**config.mk**
```make
export PLATFORM = sky130hd
export DESIGN_NAME = atrp_scale
export DESIGN_NICKNAME = d
export VERILOG_FILES = /design/src/design/atrp_pkg.sv /design/src/design/atrp_scale.sv
export SDC_FILE = /design/constraint.sdc
export NUM_CORES = 1
export LEC_CHECK = 0
export CORE_MARGIN = 2
export CORE_UTILIZATION = 25
export CTS_CLUSTER_SIZE = 12
export DETAILED_ROUTE_END_ITERATION = 16
export DONT_BUFFER_PORTS = 1
export PLACE_DENSITY = 0.41
export SYNTH_ARGS = -nofsm -noshare
export SYNTH_HDL_FRONTEND = slang
export SYNTH_SLANG_ARGS = --single-unit
```
**constraint.sdc**
```tcl
create_clock -name clk -period 8.9 [get_ports clk]
set_input_delay 1.335 -clock clk [delete_from_list [all_inputs] [get_ports clk]]
set_output_delay 1.335 -clock clk [all_outputs]
set_load 0.005 [all_outputs]
```
**src/design/atrp_pkg.sv**
```systemverilog
// Shared types, widths and constants of the accelerometer tilt/roll/pitch block.
// Used by every module of the block; depends on nothing.
`timescale 1ns / 1ps

package atrp_pkg;

	localparam int AXW      = 20;   // raw axis code
	localparam int FSW      = 14;   // full-scale register
	localparam int UGW      = 24;   // micro-g result
	localparam int PRODW    = 34;   // |code| * full scale
	localparam int NUMW     = 44;   // |code| * full scale * 1000 + half divisor
	localparam int QW       = 25;   // quotient before saturation
	localparam int SQW      = 48;   // sum of two squares
	localparam int MAGW     = 24;   // magnitude
	localparam int SQRT_BITS = 24;  // one result bit per root stage
	localparam int SC_LAT   = 3;    // scaler stages
	localparam int SQ_LAT   = 26;   // square, sum and root stages
	localparam int OPW      = 25;   // signed angle operand
	localparam int CW       = 38;   // CORDIC datapath
	localparam int ACCW     = 32;   // angle accumulator
	localparam int ANGW     = 16;   // angle out of the CORDIC unit
	localparam int ATAN_LEN = 24;

	localparam logic [NUMW-1:0] DIVISOR    = 44'd524287;
	localparam logic [NUMW-1:0] ROUND_HALF = 44'd262143;
	localparam logic [QW-1:0]   UG_POS_MAX = 25'd8388607;
	localparam logic [QW-1:0]   UG_NEG_MAX = 25'd8388608;
	localparam logic [FSW-1:0]  FS_RESET   = 14'd2048;
	localparam logic signed [ACCW-1:0] HALF_TURN = 32'sd1179648000;

	typedef logic signed [UGW-1:0] ug_t;

	typedef struct packed {
		ug_t x;
		ug_t y;
		ug_t z;
	} axes_t;

	typedef struct packed {
		logic                    zero;
		logic signed [14:0]      pitch;
		logic signed [15:0]      roll;
		logic        [14:0]      tilt;
		axes_t                   ax;
	} res_t;

	// atan(2^-i) in 1/65536 of a hundredth of a degree
	function automatic logic [ACCW-1:0] atan_lut(input int unsigned idx);
		logic [ACCW-1:0] v;
		case (idx)
			0:  v = 32'd294912000;
			1:  v = 32'd174096719;
			2:  v = 32'd91987925;
			3:  v = 32'd46694507;
			4:  v = 32'd23437865;
			5:  v = 32'd11730358;
			6:  v = 32'd5866610;
			7:  v = 32'd2933484;
			8:  v = 32'd1466764;
			9:  v = 32'd733385;
			10: v = 32'd366693;
			11: v = 32'd183346;
			12: v = 32'd91673;
			13: v = 32'd45837;
			14: v = 32'd22918;
			15: v = 32'd11459;
			16: v = 32'd5730;
			17: v = 32'd2865;
			18: v = 32'd1432;
			19: v = 32'd716;
			20: v = 32'd358;
			21: v = 32'd179;
			22: v = 32'd90;
			23: v = 32'd45;
			default: v = '0;
		endcase
		return v;
	endfunction

endpackage

```
**src/design/atrp_scale.sv**
```systemverilog
// One axis: raw two's complement code to rounded, saturated micro-g, three stages.
// Depends on atrp_pkg.
`timescale 1ns / 1ps

module atrp_scale (
	input  logic                        clk,
	input  logic                        en,
	input  logic [atrp_pkg::AXW-1:0]    code,
	input  logic [atrp_pkg::FSW-1:0]    fs,
	output atrp_pkg::ug_t               ug
);

	logic [atrp_pkg::AXW-1:0]   absv;
	logic                       neg_s1, neg_s2;
	logic [atrp_pkg::PRODW-1:0] p_s1;
	logic [atrp_pkg::NUMW-1:0]  a, n, est, n_s2, r;
	logic [atrp_pkg::QW-1:0]    q1_s2, q, qs;
	atrp_pkg::ug_t              ug_s3;

	assign absv = code[atrp_pkg::AXW-1] ? (~code + 1'b1) : code;

	always_ff @(posedge clk) begin
		if (en) begin
			neg_s1 <= code[atrp_pkg::AXW-1];
			p_s1   <= atrp_pkg::PRODW'(absv) * atrp_pkg::PRODW'(fs);
		end
	end

	// times 1000 = 1024 - 16 - 8; divide by 2^19-1 as a geometric series in 2^-19
	always_comb begin
		a   = (atrp_pkg::NUMW'(p_s1) << 10) - (atrp_pkg::NUMW'(p_s1) << 4)
			- (atrp_pkg::NUMW'(p_s1) << 3);
		n   = a + atrp_pkg::ROUND_HALF;
		est = (n + (n >> 19) + (n >> 38)) >> 19;
	end

	always_ff @(posedge clk) begin
		if (en) begin
			neg_s2 <= neg_s1;
			n_s2   <= n;
			q1_s2  <= est[atrp_pkg::QW-1:0];
		end
	end

	// estimate is low by at most one
	always_comb begin
		r = n_s2 - (atrp_pkg::NUMW'(q1_s2) << 19) + atrp_pkg::NUMW'(q1_s2);
		q = q1_s2 + ((r >= atrp_pkg::DIVISOR) ? 25'd1 : 25'd0);
		if (neg_s2)
			qs = (q > atrp_pkg::UG_NEG_MAX) ? atrp_pkg::UG_NEG_MAX : q;
		else
			qs = (q > atrp_pkg::UG_POS_MAX) ? atrp_pkg::UG_POS_MAX : q;
	end

	always_ff @(posedge clk) begin
		if (en)
			ug_s3 <= neg_s2 ? -$signed(qs[atrp_pkg::UGW-1:0]) : $signed(qs[atrp_pkg::UGW-1:0]);
	end

	assign ug = ug_s3;

endmodule

```
==> results, run 1 <==
- Final hold analysis gives a worst-case slack of 0.425 ns.
- In the routed layout, each cell is associated on average with a via count of 4.71.
- In this run the most critical hold path is launched from neg_s1.
- The highest attainable clock frequency is 119 MHz.
- The first global-routing pass estimated 104,000 um of wire.
- Among the stages of the critical path, the cell type that occurs most often is inv_1.
- In the synthesized netlist the dominant register cell turns out to be edfxtp_1.
- The remaining max-slew budget at the tightest pin is 10.1%.
- Measured along the x axis, the die boundary spans 305 um.
- OpenSTA, run right after detailed placement, puts the worst setup slack at -0.00423 ns.
- The reg-to-reg endpoint is ug[18].
- Pin placement for this block handled 60 I/O pins.
- The worst hold path class is register to register.
- The number of max-slew violations in the final report came to 0.
- Summing all non-filler instances in the final layout gives an area of 0.0249 sq mm.
- Setup violations remaining at the end of the flow were counted as 0.
- The total global-route track usage is 14.2%.
- The repair_antennas step left the layout with diodes totalling 0.
- The die covers 0.0929 sq mm.
- After layout, the worst path uses 94.7% of the clock period.
- The wire-length estimate of the detail-placed layout is 54,500 um.
- Counting both buffers and inverters, the worst setup path holds a total of 6.
- The instance count of the mapped netlist is 2,503.
- The number of global-route vias before repair came to 18,477.
- The number of hold-repair buffers added at the cts stage is 0.
- Summed over all layers, the global routing overflow is 0.
- The filler cell count is 9,606.
- The number of nets at the end of the flow is 3,098.
- After synthesis the cells add up to 0.0226 sq mm.
- Registers take 0.00378 sq mm.
- The largest stage delay on the critical path is 1.02 ns.
- The kind of cell with the highest combined delay along the critical path is adder cells.
- The worst path meets setup with 0.475 ns of slack.
- The flop-to-flop setup slack is 0.57 ns.
- The top cell types in the final layout, fill and taps aside, are inv_1, ha_1, nand2_1.
- The floorplan step set the die height to 305 um.
- Measured in cells, the most critical reg-to-reg path has a length of 31.
- The critical-path maximum fanout is 12.
- Averaged over all synthesized cells, the footprint is 9.04 sq um.
- The number of nets handed over by synthesis was 3,095.
- STA classifies the critical path endpoint as a register.
- The congestion estimate from routability-driven global placement came to 0.857.
- The flow ran to the end, and the final reports show no timing, DRC or antenna violations.
- The slew at the pin closest to its max-slew limit is 1.34 ns.
- Counting flops with an async set or reset pin after synthesis yields a share of 0%.
- The post-detailed-route DRC marker count is 0.
- The area growth from synthesis to layout is 10.0%.
- The count of cell types in the netlist is 84.
- The post-synthesis sequential area ratio is 16.7%.
- The critical register-to-register path startpoint is q1_s2[4].
- After detailed placement, the total cell area comes to 0.0243 sq mm.
- The worst hold path endpoint is neg_s2.
- The footprint of the multi-input gates is 0.0170 sq mm.
- The clock passes through at most 2 buffers.
- The startpoint kind of the worst setup timing path is an input pin.
- The initial standard-cell utilization of the core is 25.2%.
- The number of endpoints with negative hold slack in the final report is 0.
- The TritonCTS clock tree is yes.
- The total of max-cap violations is 0.
- The root buffer cell is clkbuf_16.
- The TritonCTS sink count is 126.
- The register clock-pin slew on the reported worst setup and hold paths is 0.06 ns.
- The library cell used most frequently in the layout, excluding fill and tap cells, is inv_1.
- The number of antenna violations at the first check in global routing is 0.
- The initialized floorplan defines 110 standard-cell rows.
- The kind of critical path is input pin to register.
- The number of warnings reported in the yosys synthesis log is 0.
- Across all layers, the routed design uses 17,398 vias.
- The clock tree synthesis step divided the H-tree into 4 levels.
- The slowest stage of the critical path belongs to the cell xnor2_1.
- The detailed-route wire length is 64,800 um.
- The count of nets left with antenna violations once routing finished came out at 0.
- In this run, CTS created clock tree buffers numbering 17.
- Setup repair after global routing left no endpoint under its margin.
- The area of the core is 0.0899 sq mm.
- The cell depth of the worst min-delay path is 0.
- For this block, the initial DRC count from the detailed router was 1,116.
- The clock network latency to the later pin of the worst-skew pair is 0.49 ns.
- Counting flops and latches in the post-synthesis netlist gives 126.
- Counting flops with a built-in enable in the synthesized netlist gives 126.
- Data arrives at the worst endpoint at 8.65 ns.
- After detailed routing, the average wire length per cell comes to 17.5 um.
- Entering global routing, the biggest net connects 127 pins.
- The worst clock skew on the final layout is 0.0129 ns.
- The final period demand of the worst path is 8.42 ns.
- The total of buffers placed on input and output ports is 0.
- Data on the critical path is required at its endpoint by 9.13 ns.
- The first-pass detailed-route iteration total is 8.
- The fraction of final layout cells sized beyond drive strength 1 is 5.92%.
-- state kept, by name (all words and copies together) (netlist names) --
register and count:
n_s2 41, p_s1 34, q1_s2 25, ug 24, neg_s1 1, neg_s2 1
-- what timing repair did --
item,4_1_cts,5_1_grt
setup endpoints to repair,0,16
resized for setup,0,12
buffers inserted,0,3
endpoints found under the hold margin,0,0
-- synth_stat cells, types with 14 or more instances --
cell type / count / area (sq um)
nor3_1: 29 / 145
inv_1: 392 / 1470
o21a_1: 17 / 128
clkbuf_1: 76 / 285
nand4_1: 21 / 131
nor2_1: 82 / 308
fa_1: 250 / 5000
nand2_1: 266 / 998
a21o_1: 52 / 390
o21bai_1: 14 / 105
edfxtp_1: 126 / 3780
xor2_1: 38 / 333
and3_1: 20 / 125
and2_1: 137 / 857
o21ai_0: 89 / 445
ha_1: 306 / 3830
a21oi_1: 124 / 621
a31oi_1: 18 / 113
nand3_1: 49 / 245
o211ai_1: 17 / 128
xnor2_1: 109 / 955
nand2b_1: 18 / 113
-- how the worst max path moves through the flow --
stage	start	depth (start not counted)	slack, ns	endpoint
3_3_place_gp	code[0]	28	0.06	p_s1[32]
5_1_grt	q1_s2[17]	32	0.02	ug[22]
3_5_place_dp	code[1]	28	-0.004	p_s1[33]
2_1_floorplan	code[4]	28	0.36	p_s1[32]
6_report	code[1]	28	0.48	p_s1[33]
4_1_cts	q1_s2[3]	31	0.23	ug[22]
-- cell families (layout without fill, tap and decap cells) --
family                     after synthesis  count (layout)  share of synthesized area (%)
AOI/OAI and AO/OA                      472             472                           14.0
xor gates and xnor gates               149             149                           5.83
adders and majority gates              556             556                           39.0
buffers and inverters                  487             503                           8.31
DFF                                    126             126                           16.7
muxes                                   11              11                          0.498
and+or+nand+nor                        702             702                           15.6
-- metal layers --
layer | wire, um | up-vias | track usage [%] | part of all wire [%]
met5 | 0 | - | 0 | 0
met3 | 1890 | 56 | 1.90 | 2.9
li1 | - | 8496 | - | -
met4 | 1100 | 0 | 3.63 | 1.7
met2 | 32100 | 311 | 25.0 | 50
met1 | 29700 | 8535 | 18.1 | 46
-- cell type report --
type	count	area share (%)
multi-input combinational	1890	68.2
inverter	393	5.94
sequential	126	15.2
clock inverter	15	0.653
timing repair buffer	78	2.35
tap	1176	5.91
clock buffer	17	1.71
-- per-stage QoR --
stage	instances	util (%)	TNS, ns
finish	3695	27.7	0
global route	3695	27.7	0
CTS	3692	27.6	0
detailed placement	3660	27.0	-0.00423
global placement	3660	27.0	0
floorplan	2503	-	0
-- worst register-to-register path, delay by kind of cell (launching register included) --
kind | cells | cell delay [ns]
flops | 1 | 0.57
buf+inv | 3 | 0.28
fa+ha+maj | 5 | 1.46
simple gates | 9 | 2.41
compound gates | 14 | 3.33
Power of run 1 is not shown: default switching activity piles up to over one toggle a cycle in this logic, so the estimate is an artifact.
==> inputs of run 2 (changes only) <==
CORE_ASPECT_RATIO = 1.25   (was not set)
==> run 2 against run 1 <==
Net effect: critical path type is now register to register; critical path depth rose by 5; sequential share of layout area fell by 0.074 points; flip-flop and latch count did not move; clock skew rose by 0.0030 ns; utilization rose by 0.14 points; non-clock buffer count rose by 12; wire length rose by 1.9%; design area rose by 0.49%; via count rose by 1.2%; setup slack improved by 0.052 ns.
==> results, run 2 (synthesis gave the netlist of run 1 again) <==
- The number of antenna violations at the first check in global routing was 0 (unchanged).
- The worst clock skew on the final layout is 0.0159 ns (was 0.0129 ns).
- The launch instance of the worst min-delay path is neg_s1 (unchanged).
- The TritonCTS sink count is 126 (unchanged).
- The synthesis-to-layout area growth is 10.6% (was 10.0%).
- The critical-path maximum fanout is 9 (was 12).
- The filler cell count is 9,640 (was 9,606).
- The category of the worst setup path capture point is a register (unchanged).
- The average wire per standard cell is 17.8 um (was 17.5 um).
- The maximum count of clock buffers along a single path is 2 (unchanged).
- The flip-flop count of the largest register, all copies and words added was 41 (unchanged).
- The family with the most delay on the worst path is compound AO/OA/AOI/OAI gates (was adder cells).
- The worst hold path class is register to register (unchanged).
- The worst hold path endpoint is neg_s2 (unchanged).
- The initial standard-cell utilization of the core is 25.2% (about the same).
- The TritonCTS clock tree is yes (unchanged).
- The first-pass GRT wire length is 106,000 um (was 104,000 um).
- The root buffer cell is clkbuf_16 (unchanged).
- The total setup violations reported at the end of the flow is 0 (unchanged).
- The number of max-slew violations in the final report is 0 (unchanged).
- The critical register-to-register path startpoint is q1_s2[14] (was q1_s2[4]).
- The number of hold-repair buffers added at the cts stage was 0 (unchanged).
- The die extent in x is 273 um (was 305 um).
- The full die area is 0.0929 sq mm (about the same).
- The fraction of final layout cells sized beyond drive strength 1 is 6.25% (was 5.92%).
- The cell depth of the worst min-delay path came to 0 (unchanged).
- The number of global-route vias before repair is 18,784 (was 18,477).
- The aggregate global routing overflow is 0 (unchanged).
- The number of core rows is 123 (was 110).
- The reg-to-reg endpoint was ug[18] (unchanged).
- The highest attainable clock frequency is 119 MHz (about the same).
- The number of buffer and inverter stages on the critical path is 4 (was 6).
- The last weighted congestion value of the routability-driven placer is 0.849 (was 0.857).
- The cell seen most often among critical-path stages was ha_1 (was inv_1).
- The antenna cell count was 0 (unchanged).
- The number of nets at the end of the flow came to 3,110 (was 3,098).
- The register containing the most flip-flops in the final layout is n_s2 (unchanged).
- The sum of net half-perimeters after detailed placement is 55,400 um (was 54,500 um).
- The cell with the largest stage delay on the worst path is a2111oi_1 (was xnor2_1).
- The register clock-pin slew on the reported worst setup and hold paths is 0.06 ns (about the same).
- The number of endpoints with negative hold slack in the final report came to 0 (unchanged).
- The detailed-route vias per instance is 4.74 (was 4.71).
- The total of buffers placed on input and output ports is 0 (unchanged).
- The remaining max-slew budget at the tightest pin is 28.8% (was 10.1%).
- The kind of critical path is register to register (was input pin to register).
- The flop-to-flop setup slack is 0.53 ns (was 0.57 ns).
- The slew at the pin closest to its max-slew limit came to 1.06 ns (was 1.34 ns).
- The total vias in the final route is 17,614 (was 17,398).
- Status: complete, no violations (unchanged).
- The vertical extent of the die was 340 um (was 305 um).
- The number of buffers inserted during clock tree synthesis is 17 (unchanged).
- The post-route clock period utilization is 94.1% (was 94.7%).
- The antenna violation net count after detailed routing is 0 (unchanged).
- The maximum number of pins on one net before global-route repair is 127 (unchanged).
- The total global-route track usage is 14.4% (was 14.2%).
- The first-pass detailed-route iteration total came to 5 (was 8).
- The violation count after the first detailed-route iteration is 728 (was 1,116).
- The post-detailed-route DRC marker count is 0 (unchanged).
- Registers with the highest flip-flop counts: n_s2 (41), p_s1 (34), q1_s2 (25) (unchanged).
- The final period demand of the worst path is 8.37 ns (was 8.42 ns).
- The required time of the critical path is 9.15 ns (was 9.13 ns).
- The number of cells on the worst reg-to-reg path came to 33 (was 31).
- The largest stage delay on the critical path is 0.48 ns (was 1.02 ns).
- The clock network latency to the later pin of the worst-skew pair is 0.45 ns (was 0.49 ns).
- The count of boundary I/O pins was 60 (unchanged).
- The sum of negative setup slack is 0 ns (unchanged).
- The total of max-cap violations is 0 (unchanged).
- Setup repair after global routing missed its margin: no (unchanged).
- The number of H-tree levels is 4 (unchanged).
- The area of the core came to 0.0899 sq mm (about the same).
- The most common cell after layout, fill and taps aside is inv_1 (unchanged).
- The startpoint kind of the worst setup timing path was a register (was input pin).
- The detailed-route wire length is 66,100 um (was 64,800 um).
- The critical path arrival came to 8.62 ns (was 8.65 ns).
- Top library cells by usage in the layout, fill and taps aside: inv_1, ha_1, nand2_1 (unchanged).
## run 2: layout make-up
type / count / area [sq um] / share of cell area [%]
clock buffer: 17 / 425 / 1.70
tap: 1187 / 1490 / 5.94
sequential: 126 / 3780 / 15.1
clock inverter: 14 / 193 / 0.770
multi-input combinational: 1890 / 17000 / 67.9
inverter: 393 / 1480 / 5.90
timing repair buffer: 90 / 676 / 2.70
## run 2: metrics by stage
stage,setup slack (ns),util [%],hold WS [ns],cells,cell area (sq um)
2_1_floorplan,0.362,-,0.400,2503,22600
3_3_place_gp,0.154,27.0,0.491,3676,24300
3_5_place_dp,0.110,27.0,0.459,3676,24300
4_1_cts,0.346,27.7,0.478,3707,24900
5_1_grt,0.0122,27.8,0.495,3717,25000
6_report,0.528,27.8,0.457,3717,25000
## run 2: repair_timing
| item | CTS | global route |
|---|---|---|
| endpoints found under the setup margin | 0 | 10 |
| gates resized for setup | 0 | 5 |
| setup buffers | 0 | 10 |
## run 2: routing by layer
| metal | vias up | wire, um | GRT usage, % |
|---|---|---|---|
| met1 | 8772 | 28000 | 17.0 |
| met4 | 0 | 1370 | 3.83 |
| met3 | 67 | 1510 | 1.35 |
| met5 | - | 0 | 0 |
| li1 | 8501 | - | - |
| met2 | 274 | 35200 | 27.5 |
## run 2: how the worst max path moves through the flow
| stage | endpoint | from | cells past startpoint |
|---|---|---|---|
| final | ug[18] | q1_s2[14] | 33 |
| after global routing | ug[18] | q1_s2[21] | 33 |
| after CTS | ug[18] | q1_s2[17] | 33 |
| after detailed placement | p_s1[32] | code[1] | 27 |
| after global placement | p_s1[32] | code[1] | 27 |
| after floorplan | p_s1[32] | code[4] | 28 |
Power of run 2 is left out for the same reason.
==> inputs of run 3 (changes only) <==
CTS_BUF_LIST = sky130_fd_sc_hd__clkbuf_8   (was not set)
RECOVER_POWER = 50   (was not set)
==> run 3 against run 2 <==
Net effect: non-clock buffer count did not move; register-to-register slack improved by 0.05 ns; wire length fell by 0.20%; cell count barely moved; via count barely moved; worst hold slack improved by 0.0064 ns; setup slack improved by 0.046 ns; critical endpoint unchanged.
==> results, run 3 (synthesis gave the netlist of run 1 again) <==
- Status: complete, no violations (unchanged).
- The post-route clock period utilization came to 93.6% (was 94.1%).
- The number of H-tree levels is 4 (unchanged).
- The final cell count without fillers was 3,718 (was 3,717).
- The full die area is 0.0929 sq mm (unchanged).
- The final period demand of the worst path is 8.33 ns (was 8.37 ns).
- The total setup violations reported at the end of the flow was 0 (unchanged).
- The fraction of final layout cells sized beyond drive strength 1 is 6.25% (unchanged).
- The kind of critical path is register to register (unchanged).
- The average wire per standard cell is 17.7 um (was 17.8 um).
- The post-placement cell area is 0.0243 sq mm (unchanged).
- The slew at the pin closest to its max-slew limit came to 1.05 ns (was 1.06 ns).
- The clock network latency to the later pin of the worst-skew pair is 0.49 ns (was 0.45 ns).
- The total of buffers placed on input and output ports is 0 (unchanged).
- The total vias in the final route came to 17,623 (was 17,614).
- The routed metal-1 wire length is 27,900 um (was 28,000 um).
- The violation count after the first detailed-route iteration is 677 (was 728).
- The highest attainable clock frequency is 120 MHz (was 119 MHz).
- The total length of routed met2 wires is 35,200 um (about the same).
- The post-detailed-route DRC marker count is 0 (unchanged).
- The worst clock skew on the final layout was 0.0204 ns (was 0.0159 ns).
- The cell with the largest stage delay on the worst path is or4_4 (was a2111oi_1).
- The antenna violation net count after detailed routing is 0 (unchanged).
- The critical-path maximum fanout came to 9 (unchanged).
- The register containing the most flip-flops in the final layout is n_s2 (unchanged).
- The startpoint kind of the worst setup timing path is a register (unchanged).
- The count of placed standard cells including taps is 3,676 (unchanged).
- The post-route standard cell area excluding fillers is 0.0248 sq mm (was 0.0250 sq mm).
- The post-route worst setup slack is 0.574 ns (was 0.528 ns).
- The worst hold path class is register to register (unchanged).
- The flip-flop count of the largest register, all copies and words added is 41 (unchanged).
- The remaining max-slew budget at the tightest pin is 29.5% (was 28.8%).
- The number of nets at the end of the flow is 3,110 (unchanged).
- The detailed-route wire length is 66,000 um (was 66,100 um).
- The uppermost signal routing layer after detailed routing is met4 (unchanged).
- The maximum number of pins on one net before global-route repair came to 127 (unchanged).
- The detailed route wirelength on metal3 is 1520 um (was 1510 um).
- The number of antenna violations at the first check in global routing is 1 (was 0).
- The vertical extent of the die is 340 um (unchanged).
- The synthesis-to-layout area growth is 9.74% (was 10.6%).
- The TritonCTS clock tree is yes (unchanged).
- The total global-route track usage is 14.4% (about the same).
- The die extent in x is 273 um (unchanged).
- The critical path arrival came to 8.61 ns (was 8.62 ns).
- The number of max-slew violations in the final report is 0 (unchanged).
- The sum of negative setup slack was 0 ns (unchanged).
- Registers with the highest flip-flop counts: n_s2 (41), p_s1 (34), q1_s2 (25) (unchanged).
- The largest stage delay on the critical path is 0.55 ns (was 0.48 ns).
- The sum of net half-perimeters after detailed placement is 55,400 um (unchanged).
- The cell seen most often among critical-path stages is ha_1 (unchanged).
- The maximum count of clock buffers along a single path is 2 (unchanged).
- Top library cells by usage in the layout, fill and taps aside: inv_1, ha_1, nand2_1 (unchanged).
- The area of the core came to 0.0899 sq mm (unchanged).
- The aggregate global routing overflow is 0 (unchanged).
- The detailed-route vias per instance came to 4.74 (about the same).
- The number of buffers inserted during clock tree synthesis was 17 (unchanged).
- The required time of the critical path is 9.19 ns (was 9.15 ns).
- The last weighted congestion value of the routability-driven placer came to 0.849 (unchanged).
- The worst slack after detailed placement is 0.110 ns (unchanged).
- The first-pass GRT wire length is 105,000 um (was 106,000 um).
- The number of global-route vias before repair is 18,780 (was 18,784).
- The category of the worst setup path capture point is a register (unchanged).
- The first-pass detailed-route iteration total is 5 (unchanged).
- The number of core rows is 123 (unchanged).
- The number of endpoints with negative hold slack in the final report is 0 (unchanged).
- The TritonCTS sink count is 126 (unchanged).
- The most common cell after layout, fill and taps aside is inv_1 (unchanged).
- The root buffer cell was clkbuf_8 (was clkbuf_16).
- The initial standard-cell utilization of the core was 25.2% (unchanged).
- Setup repair after global routing missed its margin: no (unchanged).
- The total of max-cap violations is 0 (unchanged).
- The filler cell count was 9,656 (was 9,640).
- The register clock-pin slew on the reported worst setup and hold paths is 0.08 ns (was 0.06 ns).
- The count of boundary I/O pins is 60 (unchanged).
[run 3: cell types whose count changed in the layout (fill, tap and decap cells not counted)]
cell,change
clkbuf_16,-17
clkbuf_8,+17
diode_2,+1
and2_0,+1
and2_1,-1
[run 3: critical path: cells and delay by family (launching register included)]
family | cells | cell delay, ns
xor+xnor | 2 | 0.51
flops | 1 | 0.53
simple gates | 10 | 2.23
compound gates | 12 | 2.69
fa+ha+maj | 5 | 1.49
buf+inv | 5 | 0.67
[run 3: path summary, 6_finish.rpt]
| path | from | end | slack, ns | cells past startpoint |
|---|---|---|---|---|
| max | q1_s2[10] | ug[18] | 0.57 | 34 |
| min | neg_s1 | neg_s2 | 0.46 | 0 |
| max reg2reg | q1_s2[10] | ug[18] | 0.57 | 34 |
| min reg2reg | neg_s1 | neg_s2 | 0.46 | 0 |
[run 3: cell type report]
cell class / instances / area (sq um) / area share (%)
Timing Repair Buffer: 90 / 676 / 2.72
Clock inverter: 14 / 193 / 0.776
Tap cell: 1187 / 1490 / 5.98
Sequential cell: 126 / 3780 / 15.2
Antenna cell: 1 / 2.50 / 0.0101
Clock buffer: 17 / 234 / 0.942
Multi-Input combinational cell: 1890 / 17000 / 68.4
Inverter: 393 / 1480 / 5.94
[run 3: what timing repair did]
| item | 4_1_cts | 5_1_grt |
|---|---|---|
| buffers inserted | 0 | 10 |
| endpoints found under the setup margin | 0 | 10 |
| gates resized for setup | 0 | 5 |
| hold buffers | 0 | 0 |
[run 3: metrics by stage]
stage	hold WS (ns)	util, %
after floorplan	0.400	-
after global placement	0.491	27.0
after detailed placement	0.459	27.0
after CTS	0.485	27.5
after global routing	0.502	27.6
final	0.463	27.6
[run 3: routing by layer]
layer	GRT usage, %	vias to the layer above
li1	-	8502
met1	17.0	8760
met2	27.5	298
met3	1.37	63
met4	3.59	0
met5	0	-
Power of run 3 is left out for the same reason.
